===== config.mk =====
export PLATFORM = sky130hd
export DESIGN_NAME = bitmap_frame_allocator_top_flat
export DESIGN_NICKNAME = d
export VERILOG_FILES = /design/src/rtl/core/bfa_pkg.sv /design/src/rtl/core/bfa_if.sv /design/src/rtl/core/bfa_cfg.sv /design/src/rtl/core/bfa_map_ram.sv /design/src/rtl/core/bfa_ctrl.sv /design/src/rtl/core/bitmap_frame_allocator_top.sv /design/src/flat_wrapper.sv
export VERILOG_INCLUDE_DIRS = /design/src /design/src/rtl/core
export SDC_FILE = /design/constraint.sdc
export NUM_CORES = 2
export LEC_CHECK = 0
export BUFFER_PORTS_ARGS = -buffer_cell sky130_fd_sc_hd__buf_2
export CORE_MARGIN = 4
export CORE_UTILIZATION = 62
export CTS_BUF_LIST = sky130_fd_sc_hd__clkbuf_16
export CTS_CLUSTER_DIAMETER = 150
export DETAILED_ROUTE_END_ITERATION = 8
export PLACE_DENSITY = 0.81
export SLEW_MARGIN = 40
export SYNTH_ARGS = -nofsm -noshare
export SYNTH_HDL_FRONTEND = slang
export SYNTH_SLANG_ARGS = --single-unit

===== constraint.sdc =====
create_clock -name i_clk -period 28.8 [get_ports i_clk]
set_input_delay 4.32 -clock i_clk [delete_from_list [all_inputs] [get_ports i_clk]]
set_output_delay 4.32 -clock i_clk [all_outputs]
set_load 0.01 [all_outputs]

===== src/rtl/core/bitmap_frame_allocator_top_assert.svh =====
// Assertion macros for the allocator RTL; only bfa_ctrl includes them.
// Needs nothing but a clock and an active-low reset at the place of use.
`ifndef BITMAP_FRAME_ALLOCATOR_TOP_ASSERT_SVH
`define BITMAP_FRAME_ALLOCATOR_TOP_ASSERT_SVH

// Same-cycle implication, disabled while reset is low.
`define BFA_ASSERT_IMP(label, clk, rst_n, ante, cons) \
    label: assert property (@(posedge clk) disable iff (!rst_n) (ante) |-> (cons)) \
        else $error("bfa: assertion failed");

// Next-cycle implication, disabled while reset is low.
`define BFA_ASSERT_NXT(label, clk, rst_n, ante, cons) \
    label: assert property (@(posedge clk) disable iff (!rst_n) (ante) |=> (cons)) \
        else $error("bfa: assertion failed");

`endif


===== src/rtl/core/bfa_pkg.sv =====
// Shared types and constants of the bitmap frame allocator.
// No dependencies; every other file of the block but the assertion header uses it.
`default_nettype none

package bfa_pkg;

    localparam int C_FRAME_W   = 20;
    localparam int C_COUNT_W   = 11;
    localparam int C_KIND_W    = 2;
    localparam int C_CFG_IDX_W = 2;
    localparam int C_IDX_W     = 11;  // pool index, pool never exceeds 2047 frames
    localparam int C_WIDX_W    = 6;   // word part of a pool index
    localparam int C_WORD_W    = 32;
    localparam int C_MAP_FRAMES = 1024;

    typedef enum logic [C_KIND_W-1:0] {
        KIND_INIT    = 2'd0,
        KIND_ALLOC   = 2'd1,
        KIND_RELEASE = 2'd2,
        KIND_MARK    = 2'd3
    } t_kind;

    typedef enum logic [C_CFG_IDX_W-1:0] {
        REG_BASE_FRAME  = 2'd0,
        REG_FRAME_COUNT = 2'd1,
        REG_INFO_FRAME  = 2'd2,
        REG_UNUSED      = 2'd3
    } t_reg;

    typedef enum logic [3:0] {
        S_CLEAR,
        S_IDLE,
        S_INIT,
        S_SCAN,
        S_REL_RD,
        S_REL_WR,
        S_MSET,
        S_MARK,
        S_DONE
    } t_state;

    // Pool geometry derived from the configuration registers.
    typedef struct packed {
        logic [C_FRAME_W-1:0] base;
        logic [C_IDX_W-1:0]   size;
        logic                 empty;
        logic [C_WIDX_W-1:0]  last_w;
        logic [C_WORD_W-1:0]  last_mask;
        logic                 info_in;
        logic [C_IDX_W-1:0]   info_idx;
    } t_pool;

    typedef struct packed {
        logic                rd_en;
        logic                wr_en;
        logic [C_WORD_W-1:0] wr_data;
    } t_ram_req;

endpackage

`default_nettype wire


===== src/rtl/core/bfa_if.sv =====
// Handshake channels of the allocator: request, response and register write.
// Payload widths come from bfa_pkg.
`default_nettype none

interface bfa_req_if;
    logic                           valid;
    logic                           ready;
    logic [bfa_pkg::C_KIND_W-1:0]   kind;
    logic [bfa_pkg::C_FRAME_W-1:0]  frame;
    logic [bfa_pkg::C_COUNT_W-1:0]  count;
    modport source (output valid, output kind, output frame, output count, input ready);
    modport sink   (input valid, input kind, input frame, input count, output ready);
endinterface

interface bfa_rsp_if;
    logic                           valid;
    logic                           ready;
    logic [bfa_pkg::C_FRAME_W-1:0]  alloc_frame;
    logic                           ok;
    modport source (output valid, output alloc_frame, output ok, input ready);
    modport sink   (input valid, input alloc_frame, input ok, output ready);
endinterface

interface bfa_cfg_if;
    logic                            valid;
    logic                            ready;
    logic [bfa_pkg::C_CFG_IDX_W-1:0] index;
    logic [bfa_pkg::C_FRAME_W-1:0]   data;
    modport source (output valid, output index, output data, input ready);
    modport sink   (input valid, input index, input data, output ready);
endinterface

`default_nettype wire


===== src/rtl/core/bfa_cfg.sv =====
// Configuration registers and the pool geometry derived from them.
// Depends on bfa_pkg and bfa_cfg_if.
`default_nettype none

module bfa_cfg #(
    parameter int MAP_FRAMES = bfa_pkg::C_MAP_FRAMES
) (
    input  wire logic           i_clk,
    input  wire logic           i_rst_n,
    bfa_cfg_if.sink             i_cfg,
    output bfa_pkg::t_pool      o_pool
);
    import bfa_pkg::*;

    logic [C_FRAME_W-1:0] r_base, n_base;
    logic [C_COUNT_W-1:0] r_fcnt, n_fcnt;
    logic [C_FRAME_W-1:0] r_info, n_info;

    logic [C_IDX_W-1:0]   size;
    logic [C_IDX_W-1:0]   size_m1;
    logic [C_FRAME_W-1:0] info_eff;
    logic [C_FRAME_W-1:0] info_diff;

    assign i_cfg.ready = 1'b1;

    always_comb begin
        n_base = r_base;
        n_fcnt = r_fcnt;
        n_info = r_info;
        if (i_cfg.valid) begin
            case (t_reg'(i_cfg.index))
                REG_BASE_FRAME:  n_base = i_cfg.data;
                REG_FRAME_COUNT: n_fcnt = i_cfg.data[C_COUNT_W-1:0];
                REG_INFO_FRAME:  n_info = i_cfg.data;
                default: ;
            endcase
        end
    end

    always_ff @(posedge i_clk) begin
        if (!i_rst_n) begin
            r_base <= '0;
            r_fcnt <= '0;
            r_info <= '0;
        end else begin
            r_base <= n_base;
            r_fcnt <= n_fcnt;
            r_info <= n_info;
        end
    end

    // Clip the pool to the map.
    assign size    = (32'(r_fcnt) > MAP_FRAMES) ? C_IDX_W'(MAP_FRAMES) : r_fcnt;
    assign size_m1 = size - 1'b1;

    assign info_eff  = (r_info == '0) ? r_base : r_info;
    assign info_diff = info_eff - r_base;

    always_comb begin
        o_pool.base      = r_base;
        o_pool.size      = size;
        o_pool.empty     = (size == '0);
        o_pool.last_w    = size_m1[C_IDX_W-1:5];
        o_pool.last_mask = (size[4:0] == 5'd0) ? {C_WORD_W{1'b1}}
                         : ((C_WORD_W'(1) << size[4:0]) - 1'b1);
        o_pool.info_in   = (info_eff >= r_base) && (info_diff < C_FRAME_W'(size));
        o_pool.info_idx  = info_diff[C_IDX_W-1:0];
    end

endmodule

`default_nettype wire


===== src/rtl/core/bfa_map_ram.sv =====
// Used-bit map storage: one 32-bit word per 32 frames, one write and one
// registered read port. Depends on bfa_pkg.
`default_nettype none

module bfa_map_ram #(
    parameter int WORDS = bfa_pkg::C_MAP_FRAMES / bfa_pkg::C_WORD_W,
    parameter int AW    = (WORDS > 1) ? $clog2(WORDS) : 1
) (
    input  wire logic                           i_clk,
    input  wire bfa_pkg::t_ram_req              i_req,
    input  wire logic [AW-1:0]                  i_rd_addr,
    input  wire logic [AW-1:0]                  i_wr_addr,
    output      logic [bfa_pkg::C_WORD_W-1:0]   o_rd_data
);
    import bfa_pkg::*;

    logic [C_WORD_W-1:0] mem [WORDS];
    logic [C_WORD_W-1:0] r_rd_data;

    always_ff @(posedge i_clk) begin
        if (i_req.wr_en) begin
            mem[i_wr_addr] <= i_req.wr_data;
        end
    end

    always_ff @(posedge i_clk) begin
        if (i_req.rd_en) begin
            r_rd_data <= mem[i_rd_addr];
        end
    end

    assign o_rd_data = r_rd_data;

endmodule

`default_nettype wire


===== src/rtl/core/bfa_ctrl.sv =====
// Sequencer of the allocator: read-modify-write over the map words, the
// clearing sweep and the output register. Depends on bfa_pkg, bfa_if and the assertion header.
`default_nettype none
`include "bitmap_frame_allocator_top_assert.svh"

module bfa_ctrl #(
    parameter int MAP_FRAMES = bfa_pkg::C_MAP_FRAMES,
    parameter int WORDS      = (MAP_FRAMES + bfa_pkg::C_WORD_W - 1) / bfa_pkg::C_WORD_W,
    parameter int AW         = (WORDS > 1) ? $clog2(WORDS) : 1
) (
    input  wire logic                           i_clk,
    input  wire logic                           i_rst_n,
    input  wire bfa_pkg::t_pool                 i_pool,
    bfa_req_if.sink                             i_req,
    bfa_rsp_if.source                           o_rsp,
    output      bfa_pkg::t_ram_req              o_ram,
    output      logic [AW-1:0]                  o_rd_addr,
    output      logic [AW-1:0]                  o_wr_addr,
    input  wire logic [bfa_pkg::C_WORD_W-1:0]   i_rd_data
);
    import bfa_pkg::*;

    localparam logic [AW-1:0] LAST_WORD = AW'(WORDS - 1);

    t_state                r_state, n_state;
    logic [AW-1:0]         r_addr, n_addr;
    logic [C_WIDX_W:0]     r_raddr, n_raddr;
    logic [C_WIDX_W-1:0]   r_endw, n_endw;
    logic                  r_pvld, n_pvld;
    logic [C_WIDX_W-1:0]   r_paddr, n_paddr;
    logic [C_IDX_W-1:0]    r_idx, n_idx;
    logic [C_IDX_W-1:0]    r_lo, n_lo;
    logic [C_IDX_W-1:0]    r_last, n_last;
    logic [C_FRAME_W-1:0]  r_frame, n_frame;
    logic [C_COUNT_W-1:0]  r_count, n_count;
    logic [C_FRAME_W-1:0]  r_res_fno, n_res_fno;
    logic                  r_res_ok, n_res_ok;
    logic                  r_ovld, n_ovld;
    logic [C_FRAME_W-1:0]  r_ofno, n_ofno;
    logic                  r_ook, n_ook;

    logic [C_WORD_W-1:0]   free_bits;
    logic [C_WORD_W-1:0]   lowest;
    logic [4:0]            bitno;
    logic [C_WORD_W-1:0]   mask_lo;
    logic [C_WORD_W-1:0]   mask_hi;
    logic [C_WORD_W-1:0]   init_word;
    logic [C_FRAME_W-1:0]  rel_diff;
    logic                  rel_in;
    logic                  issue;
    logic                  in_ready;
    logic [C_FRAME_W-1:0]  m_lo;
    logic [C_FRAME_W:0]    m_hi_a;
    logic [C_FRAME_W:0]    m_pe;
    logic [C_FRAME_W:0]    m_hi;
    logic [C_IDX_W-1:0]    m_lo_i;
    logic [C_IDX_W-1:0]    m_last_i;

    // Lowest free bit of the word just read, limited to the pool.
    assign free_bits = ~i_rd_data & ((r_paddr == i_pool.last_w) ? i_pool.last_mask
                                                                : {C_WORD_W{1'b1}});
    assign lowest    = free_bits & (~free_bits + 1'b1);

    always_comb begin
        bitno = '0;
        for (int j = 0; j < C_WORD_W; j++) begin
            if (lowest[j]) begin
                bitno = bitno | 5'(j);
            end
        end
    end

    // Bits of the current word that fall inside the mark range.
    assign mask_lo = (r_paddr == r_lo[C_IDX_W-1:5]) ? ({C_WORD_W{1'b1}} << r_lo[4:0])
                                                     : {C_WORD_W{1'b1}};
    assign mask_hi = (r_paddr == r_last[C_IDX_W-1:5])
                   ? ({C_WORD_W{1'b1}} >> (5'd31 - r_last[4:0])) : {C_WORD_W{1'b1}};

    assign init_word = (i_pool.info_in && (r_addr == AW'(i_pool.info_idx[C_IDX_W-1:5])))
                     ? (C_WORD_W'(1) << i_pool.info_idx[4:0]) : '0;

    assign rel_diff = i_req.frame - i_pool.base;
    assign rel_in   = (i_req.frame >= i_pool.base) && (rel_diff < C_FRAME_W'(i_pool.size));

    // Mark range clipped to the pool, taken from the held request.
    assign m_lo     = (r_frame < i_pool.base) ? i_pool.base : r_frame;
    assign m_hi_a   = (C_FRAME_W+1)'(r_frame) + (C_FRAME_W+1)'(r_count);
    assign m_pe     = (C_FRAME_W+1)'(i_pool.base) + (C_FRAME_W+1)'(i_pool.size);
    assign m_hi     = (m_hi_a < m_pe) ? m_hi_a : m_pe;
    assign m_lo_i   = C_IDX_W'(m_lo - i_pool.base);
    assign m_last_i = C_IDX_W'(m_hi - (C_FRAME_W+1)'(i_pool.base)) - 1'b1;

    assign issue = (r_raddr <= {1'b0, r_endw});

    always_comb begin
        n_state   = r_state;
        n_addr    = r_addr;
        n_raddr   = r_raddr;
        n_endw    = r_endw;
        n_pvld    = r_pvld;
        n_paddr   = r_paddr;
        n_idx     = r_idx;
        n_lo      = r_lo;
        n_last    = r_last;
        n_frame   = r_frame;
        n_count   = r_count;
        n_res_fno = r_res_fno;
        n_res_ok  = r_res_ok;
        n_ovld    = r_ovld;
        n_ofno    = r_ofno;
        n_ook     = r_ook;
        in_ready  = 1'b0;
        o_ram.rd_en   = 1'b0;
        o_ram.wr_en   = 1'b0;
        o_ram.wr_data = i_rd_data;
        o_rd_addr = AW'(r_raddr[C_WIDX_W-1:0]);
        o_wr_addr = AW'(r_paddr);

        if (o_rsp.ready) begin
            n_ovld = 1'b0;
        end

        case (r_state)
            S_CLEAR, S_INIT: begin
                o_ram.wr_en   = 1'b1;
                o_wr_addr     = r_addr;
                o_ram.wr_data = (r_state == S_INIT) ? init_word : '0;
                if (r_addr == LAST_WORD) begin
                    n_res_ok = i_pool.info_in;
                    n_state  = (r_state == S_INIT) ? S_DONE : S_IDLE;
                end else begin
                    n_addr = r_addr + 1'b1;
                end
            end
            S_IDLE: begin
                in_ready = 1'b1;
                if (i_req.valid) begin
                    n_res_fno = '0;
                    n_res_ok  = 1'b0;
                    n_pvld    = 1'b0;
                    n_raddr   = '0;
                    case (t_kind'(i_req.kind))
                        KIND_INIT: begin
                            n_addr  = '0;
                            n_state = S_INIT;
                        end
                        KIND_ALLOC: begin
                            n_endw  = i_pool.last_w;
                            n_state = i_pool.empty ? S_DONE : S_SCAN;
                        end
                        KIND_RELEASE: begin
                            n_idx   = rel_diff[C_IDX_W-1:0];
                            n_state = rel_in ? S_REL_RD : S_DONE;
                        end
                        default: begin
                            n_frame = i_req.frame;
                            n_count = i_req.count;
                            n_state = S_MSET;
                        end
                    endcase
                end
            end
            S_SCAN, S_MARK: begin
                // Read one word ahead while the previous one is written back.
                if (issue) begin
                    o_ram.rd_en = 1'b1;
                    n_raddr     = r_raddr + 1'b1;
                end
                n_pvld  = issue;
                n_paddr = r_raddr[C_WIDX_W-1:0];
                if (r_pvld) begin
                    if (r_state == S_MARK) begin
                        o_ram.wr_en   = 1'b1;
                        o_ram.wr_data = i_rd_data | (mask_lo & mask_hi);
                        if (r_paddr == r_endw) begin
                            n_state = S_DONE;
                        end
                    end else if (free_bits != '0) begin
                        o_ram.wr_en   = 1'b1;
                        o_ram.wr_data = i_rd_data | lowest;
                        n_res_fno = i_pool.base + C_FRAME_W'({r_paddr, bitno});
                        n_res_ok  = 1'b1;
                        n_state   = S_DONE;
                    end else if (r_paddr == r_endw) begin
                        n_state = S_DONE;
                    end
                end
            end
            S_REL_RD: begin
                o_ram.rd_en = 1'b1;
                o_rd_addr   = AW'(r_idx[C_IDX_W-1:5]);
                n_state     = S_REL_WR;
            end
            S_REL_WR: begin
                o_ram.wr_en   = 1'b1;
                o_wr_addr     = AW'(r_idx[C_IDX_W-1:5]);
                o_ram.wr_data = i_rd_data & ~(C_WORD_W'(1) << r_idx[4:0]);
                n_res_ok      = 1'b1;
                n_state       = S_DONE;
            end
            S_MSET: begin
                if ((C_FRAME_W+1)'(m_lo) < m_hi) begin
                    n_lo     = m_lo_i;
                    n_last   = m_last_i;
                    n_raddr  = {1'b0, m_lo_i[C_IDX_W-1:5]};
                    n_endw   = m_last_i[C_IDX_W-1:5];
                    n_pvld   = 1'b0;
                    n_res_ok = 1'b1;
                    n_state  = S_MARK;
                end else begin
                    n_state = S_DONE;
                end
            end
            S_DONE: begin
                // Hold the result until the output register frees up.
                if (!r_ovld || o_rsp.ready) begin
                    n_ovld  = 1'b1;
                    n_ofno  = r_res_fno;
                    n_ook   = r_res_ok;
                    n_state = S_IDLE;
                end
            end
            default: begin
                n_state = S_IDLE;
            end
        endcase
    end

    always_ff @(posedge i_clk) begin
        if (!i_rst_n) begin
            r_state <= S_CLEAR;
            r_addr  <= '0;
            r_pvld  <= 1'b0;
            r_ovld  <= 1'b0;
        end else begin
            r_state <= n_state;
            r_addr  <= n_addr;
            r_pvld  <= n_pvld;
            r_ovld  <= n_ovld;
        end
    end

    always_ff @(posedge i_clk) begin
        r_raddr   <= n_raddr;
        r_endw    <= n_endw;
        r_paddr   <= n_paddr;
        r_idx     <= n_idx;
        r_lo      <= n_lo;
        r_last    <= n_last;
        r_frame   <= n_frame;
        r_count   <= n_count;
        r_res_fno <= n_res_fno;
        r_res_ok  <= n_res_ok;
        r_ofno    <= n_ofno;
        r_ook     <= n_ook;
    end

    assign i_req.ready       = in_ready;
    assign o_rsp.valid       = r_ovld;
    assign o_rsp.alloc_frame = r_ofno;
    assign o_rsp.ok          = r_ook;

    `BFA_ASSERT_IMP(a_no_rw_clash, i_clk, i_rst_n, o_ram.rd_en && o_ram.wr_en, o_rd_addr != o_wr_addr)
    `BFA_ASSERT_NXT(a_one_at_a_time, i_clk, i_rst_n, i_req.valid && in_ready, !in_ready)
    `BFA_ASSERT_IMP(a_scan_wr_has_data, i_clk, i_rst_n, o_ram.wr_en && (r_state == S_SCAN || r_state == S_MARK), r_pvld)

endmodule

`default_nettype wire


===== src/rtl/core/bitmap_frame_allocator_top.sv =====
// Bitmap first-fit page frame allocator. After reset the block sweeps the
// used-bit map clear, one word per cycle, and takes no request until that is
// done; register writes are taken at any time. One request is worked at a
// time through a single-port-write, one-read map RAM. An init request makes a
// full sweep of the map. An allocate request scans the map words in order up
// to the first free frame; the word scan is pipelined, one RAM read per cycle.
// A release reads the word and writes it back. A mark reads and writes back
// each map word the range touches. A mark outside the pool, a release outside
// the pool or an allocate on an empty pool leaves the map untouched. The result
// leaves through an output register, so the next request is taken while it
// waits.
// Depends on bfa_pkg, bfa_if, bfa_cfg, bfa_map_ram and bfa_ctrl.
`default_nettype none

module bitmap_frame_allocator_top #(
    parameter int MAP_FRAMES = bfa_pkg::C_MAP_FRAMES
) (
    input  wire logic   i_clk,
    input  wire logic   i_rst_n,
    bfa_cfg_if.sink     i_cfg,
    bfa_req_if.sink     i_req,
    bfa_rsp_if.source   o_rsp
);
    import bfa_pkg::*;

    localparam int WORDS = (MAP_FRAMES + C_WORD_W - 1) / C_WORD_W;
    localparam int AW    = (WORDS > 1) ? $clog2(WORDS) : 1;

    t_pool               pool;
    t_ram_req            ram_req;
    logic [AW-1:0]       rd_addr;
    logic [AW-1:0]       wr_addr;
    logic [C_WORD_W-1:0] rd_data;

    bfa_cfg #(
        .MAP_FRAMES (MAP_FRAMES)
    ) u_cfg (
        .i_clk   (i_clk),
        .i_rst_n (i_rst_n),
        .i_cfg   (i_cfg),
        .o_pool  (pool)
    );

    bfa_map_ram #(
        .WORDS (WORDS),
        .AW    (AW)
    ) u_ram (
        .i_clk     (i_clk),
        .i_req     (ram_req),
        .i_rd_addr (rd_addr),
        .i_wr_addr (wr_addr),
        .o_rd_data (rd_data)
    );

    bfa_ctrl #(
        .MAP_FRAMES (MAP_FRAMES),
        .WORDS      (WORDS),
        .AW         (AW)
    ) u_ctrl (
        .i_clk     (i_clk),
        .i_rst_n   (i_rst_n),
        .i_pool    (pool),
        .i_req     (i_req),
        .o_rsp     (o_rsp),
        .o_ram     (ram_req),
        .o_rd_addr (rd_addr),
        .o_wr_addr (wr_addr),
        .i_rd_data (rd_data)
    );

endmodule

`default_nettype wire


===== src/flat_wrapper.sv =====
// flat-port wrapper written by rule: the top's interface ports become plain ports
module bitmap_frame_allocator_top_flat import bfa_pkg::*;
#(
    parameter int MAP_FRAMES = bfa_pkg::C_MAP_FRAMES
)
  (i_clk, i_rst_n, i_cfg_valid, i_cfg_index, i_cfg_data, i_cfg_ready, i_req_valid, i_req_kind, i_req_frame, i_req_count, i_req_ready, o_rsp_valid, o_rsp_alloc_frame, o_rsp_ok, o_rsp_ready);
  bfa_cfg_if i_cfg_i ();
  bfa_req_if i_req_i ();
  bfa_rsp_if o_rsp_i ();
  input  wire logic i_clk;
  input  wire logic i_rst_n;
  input wire logic [$bits(i_cfg_i.valid)-1:0] i_cfg_valid;
  input wire logic [$bits(i_cfg_i.index)-1:0] i_cfg_index;
  input wire logic [$bits(i_cfg_i.data)-1:0] i_cfg_data;
  output wire logic [$bits(i_cfg_i.ready)-1:0] i_cfg_ready;
  input wire logic [$bits(i_req_i.valid)-1:0] i_req_valid;
  input wire logic [$bits(i_req_i.kind)-1:0] i_req_kind;
  input wire logic [$bits(i_req_i.frame)-1:0] i_req_frame;
  input wire logic [$bits(i_req_i.count)-1:0] i_req_count;
  output wire logic [$bits(i_req_i.ready)-1:0] i_req_ready;
  output wire logic [$bits(o_rsp_i.valid)-1:0] o_rsp_valid;
  output wire logic [$bits(o_rsp_i.alloc_frame)-1:0] o_rsp_alloc_frame;
  output wire logic [$bits(o_rsp_i.ok)-1:0] o_rsp_ok;
  input wire logic [$bits(o_rsp_i.ready)-1:0] o_rsp_ready;
  assign i_cfg_i.valid = i_cfg_valid;
  assign i_cfg_i.index = i_cfg_index;
  assign i_cfg_i.data = i_cfg_data;
  assign i_cfg_ready = i_cfg_i.ready;
  assign i_req_i.valid = i_req_valid;
  assign i_req_i.kind = i_req_kind;
  assign i_req_i.frame = i_req_frame;
  assign i_req_i.count = i_req_count;
  assign i_req_ready = i_req_i.ready;
  assign o_rsp_valid = o_rsp_i.valid;
  assign o_rsp_alloc_frame = o_rsp_i.alloc_frame;
  assign o_rsp_ok = o_rsp_i.ok;
  assign o_rsp_i.ready = o_rsp_ready;
  bitmap_frame_allocator_top #(.MAP_FRAMES(MAP_FRAMES)) u_core (.i_clk(i_clk), .i_rst_n(i_rst_n), .i_cfg(i_cfg_i), .i_req(i_req_i), .o_rsp(o_rsp_i));
endmodule

==> flow_summary.toml <==
[run_status]
status = "complete, no violations"

[yosys]
ys_seq_area_frac = 0.624
synth_simple_gate_area_frac = 0.106
synth_edf_count = 1180
ys_warn_count = 0
postSynthAreaPerCell_um2 = 13.9
synthAdderAreaFrac = 0.0409
synth.area.mux_share = 0.106
netlist.top_cell.by_area = "edfxtp_1"
syn-cell-area_um2 = 58800
yosys.cell_types.count = 99
synth-compound-area-share = 0.0828
synth_area_leaders = "edfxtp_1, mux4_2, ha_1, nand2_1, dfxtp_1"
synthesis.nets = 4492
synth_top_family_by_area = "multiplexers"
yosys.area_share.xor_xnor = 0.0180
ys_seq_elements = 1242
async_flop_share = 0
yosys_most_used_dff = "edfxtp_1"
synth_most_common_cell = "edfxtp_1"
synth_top_cell_area_share = 0.603
synthCells = 4244
ys_top_cells_by_count = "edfxtp_1, nand2_1, mux4_2, nand3_1, nor2_1"

[hold_path]
min_from = "u_core.u_ctrl.r_res_fno[11]$_SDFFCE_PP0P_"
hold_depth = 0
min_to = "u_core.u_ctrl.o_rsp.alloc_frame[11]$_DFFE_PP_"
hold_class = "flop to flop"

[floorplan]
die_w_um = 316
start_util = 0.627
fp.dieH_um = 316
core_area_um2 = 93700
row_count = 112
ios = 84
dieArea_um2 = 99800

[detailed_routing]
drtPass1Iterations = 7
drc = 0
viasPerCell = 7.11
vias = 40500
drtIter0Drc = 5486
wl_per_cell_um = 33.3
drt_wl_total_mm = 190
ant_nets = 0

[sta]
maxSlewViolCount = 0
worstMarginPinSlew_ns = 0.944
fin_ws_ns = 19.98
relSlewSlack = 0.369
fin_crit_sh = 0.306
finalSetupViolCount = 0
period_minus_slack_ns = 8.82
clock_skew_ns = 0.0438
fmax_mhz = 113
hold_viol_final = 0
rsz0062_at_grt = "no"
finalSetupTns_ns = 0

[clock_tree]
clkLatencyLatePin_ns = 0.74
cts.sinks = 1242
cts_resized = 0
clockBufferDepth = 3
tritoncts.num_buffers = 117
clk_pin_slew_ns = 0.07
cts-hold-fix-buffers = 0
cts.root.buffer_cell = "clkbuf_16"
cts_max_level = 3
tritoncts = "built"
cts_setup_buffers = 0

[layout]
nets = 4590
multiInputGateArea_um2 = 21400
drive_gt1_frac = 0.172
areaGrowthSynthToFinish_pct = 11.4
antennaDiodeCount = 0
fin_util = 0.699
n_fill_cell = 5972
final_cells = 5696
register_area_um2 = 36700

[worst_setup_path]
critical_path_required_ns = 29.20
cpPeakStageDelay_ns = 0.59
rr_endpoint = "u_core.u_ctrl.r_endw[1]$_DFFE_PP_"
worstRegToRegCells = 32
critical-path-slowest-cell = "o41ai_1"
worst-setup-path-type = "flop to flop"
end_kind = "flop"
start_kind = "flop"
crit_arrival_ns = 9.23
reg2reg_from = "u_core.u_cfg.r_fcnt[10]$_SDFFE_PN0P_"
worstPathMaxFanout = 26
r2r_slack_ns = 19.98

[grt]
grt_pass1_vias = 40200
grt_max_degree = 134
grt_remaining_overflow = 0
grt_pass1_wl_mm = 273
grtUsageTotal = 0.381
antenna_found_initial = 0

[placed_design]
port_buffers = 82
gp_congestion = 1.06
place_ws_ns = 19.91
place_hpwl_mm = 116
dp.cells = 5469

[pwr]
leakagePower_nw = 23.1
power_frac_clock = 0.385
pwr-share-seq = 0.505
peakVddDrop_mv = 0.0684
switchingPower_w = 0.00101
p_comb_frac = 0.110
switching_share = 0.249
internal-power_w = 0.00306
p_per_area_nw_per_um2 = 62.3

[flow_run]
cap_violations = 0
[stage by stage]
stage | instance area [µm²] | hold WS [ns] | power (W)
floorplan | 58800 | 0.400 | 0.00237
global placement | 61200 | 0.403 | 0.00251
detailed placement | 61500 | 0.405 | 0.00252
CTS | 65300 | 0.420 | 0.00407
global route | 65500 | 0.432 | 0.00420
finish | 65500 | 0.421 | 0.00408
[critical path, delay by kind of cell, from the launching register on]
family | cells | cell delay [ns]
compound gates | 15 | 3.71
xor+xnor | 1 | 0.27
fa+ha+maj | 3 | 0.98
buf+inv | 4 | 1.08
flops | 1 | 0.34
mux | 1 | 0.48
simple gates | 8 | 1.62
[routing by layer]
metal	vias to the layer above	wire length, µm	track usage
met5	-	0	0
met4	0	14100	0.238
met3	715	20200	0.0683
met2	3249	91600	0.620
met1	19900	63900	0.479
li1	16700	-	-
[cell type report]
cell class	instances	share of cell area
clock buffers	121	0.0462
flip-flops and latches	1242	0.560
repair buffers	195	0.0228
inverters	139	0.00797
well taps	1254	0.0240
clock inverters	98	0.0129
multi-input cells	2647	0.326
[cell usage in the layout (no fill, tap or decap), drive strengths merged, types with 82 or more instances in the layout]
cell type,synthesis,routed
nand2,552,552
ha,181,181
nand3,234,234
o21ai,163,163
edfxtp,1180,1180
buf,57,195
mux4,256,256
xnor2,82,82
clkbuf,159,121
inv,137,172
nor2,183,183
a21oi,144,144
[power groups by stage]
| stage | Sequential, W | Combinational (W) | Clock, W |
|---|---|---|---|
| 2_1_floorplan | 0.00208 | 0.000285 | 0 |
| 3_3_place_gp | 0.00209 | 0.000418 | 0 |
| 3_5_place_dp | 0.00209 | 0.000430 | 0 |
| 4_1_cts | 0.00206 | 0.000438 | 0.00158 |
| 5_1_grt | 0.00206 | 0.000478 | 0.00166 |
| 6_report | 0.00206 | 0.000449 | 0.00157 |
[worst max-delay path by stage]
stage | start | end | slack [ns]
2_1_floorplan | u_core.u_cfg.r_fcnt[10]$_SDFFE_PN0P_ | u_core.u_ram.mem[14][0]$_DFFE_PP_ | 19.71
3_3_place_gp | i_req_frame[0] | u_core.u_ctrl.r_state[3]$_SDFFE_PN0P_ | 20.00
3_5_place_dp | i_req_frame[0] | u_core.u_ctrl.r_state[3]$_SDFFE_PN0P_ | 19.91
4_1_cts | u_core.u_cfg.r_fcnt[10]$_SDFFE_PN0P_ | u_core.u_ctrl.r_endw[1]$_DFFE_PP_ | 20.03
5_1_grt | u_core.u_cfg.r_fcnt[10]$_SDFFE_PN0P_ | u_core.u_ctrl.r_endw[1]$_DFFE_PP_ | 19.46
6_report | u_core.u_cfg.r_fcnt[10]$_SDFFE_PN0P_ | u_core.u_ctrl.r_endw[1]$_DFFE_PP_ | 19.98
[flip-flops by register name, summed over array words and instances, names as in the netlist]
name and count:
u_core.u_cfg.r_base 20, u_core.u_cfg.r_fcnt 11, u_core.u_cfg.r_info 20, u_core.u_ctrl.o_rsp.alloc_frame 20
u_core.u_ctrl.o_rsp.ok 1, u_core.u_ctrl.o_rsp.valid 1, u_core.u_ctrl.r_addr 5, u_core.u_ctrl.r_count 11
u_core.u_ctrl.r_endw 6, u_core.u_ctrl.r_frame 20, u_core.u_ctrl.r_idx 10, u_core.u_ctrl.r_last 11
u_core.u_ctrl.r_lo 11, u_core.u_ctrl.r_paddr 6, u_core.u_ctrl.r_pvld 1, u_core.u_ctrl.r_raddr 7
u_core.u_ctrl.r_res_fno 20, u_core.u_ctrl.r_res_ok 1, u_core.u_ctrl.r_state 4, u_core.u_ram.mem 1024
u_core.u_ram.o_rd_data 32
[cell families (layout without fill, tap and decap cells)]
group | Yosys count | in the layout
compound gates | 726 | 726
xor+xnor | 116 | 116
fa+ha+maj | 188 | 188
buf+inv | 355 | 553
flops | 1242 | 1242
mux | 299 | 299
other cells | 1 | 1
simple gates | 1317 | 1317
Power figures use the tool's default switching activity.
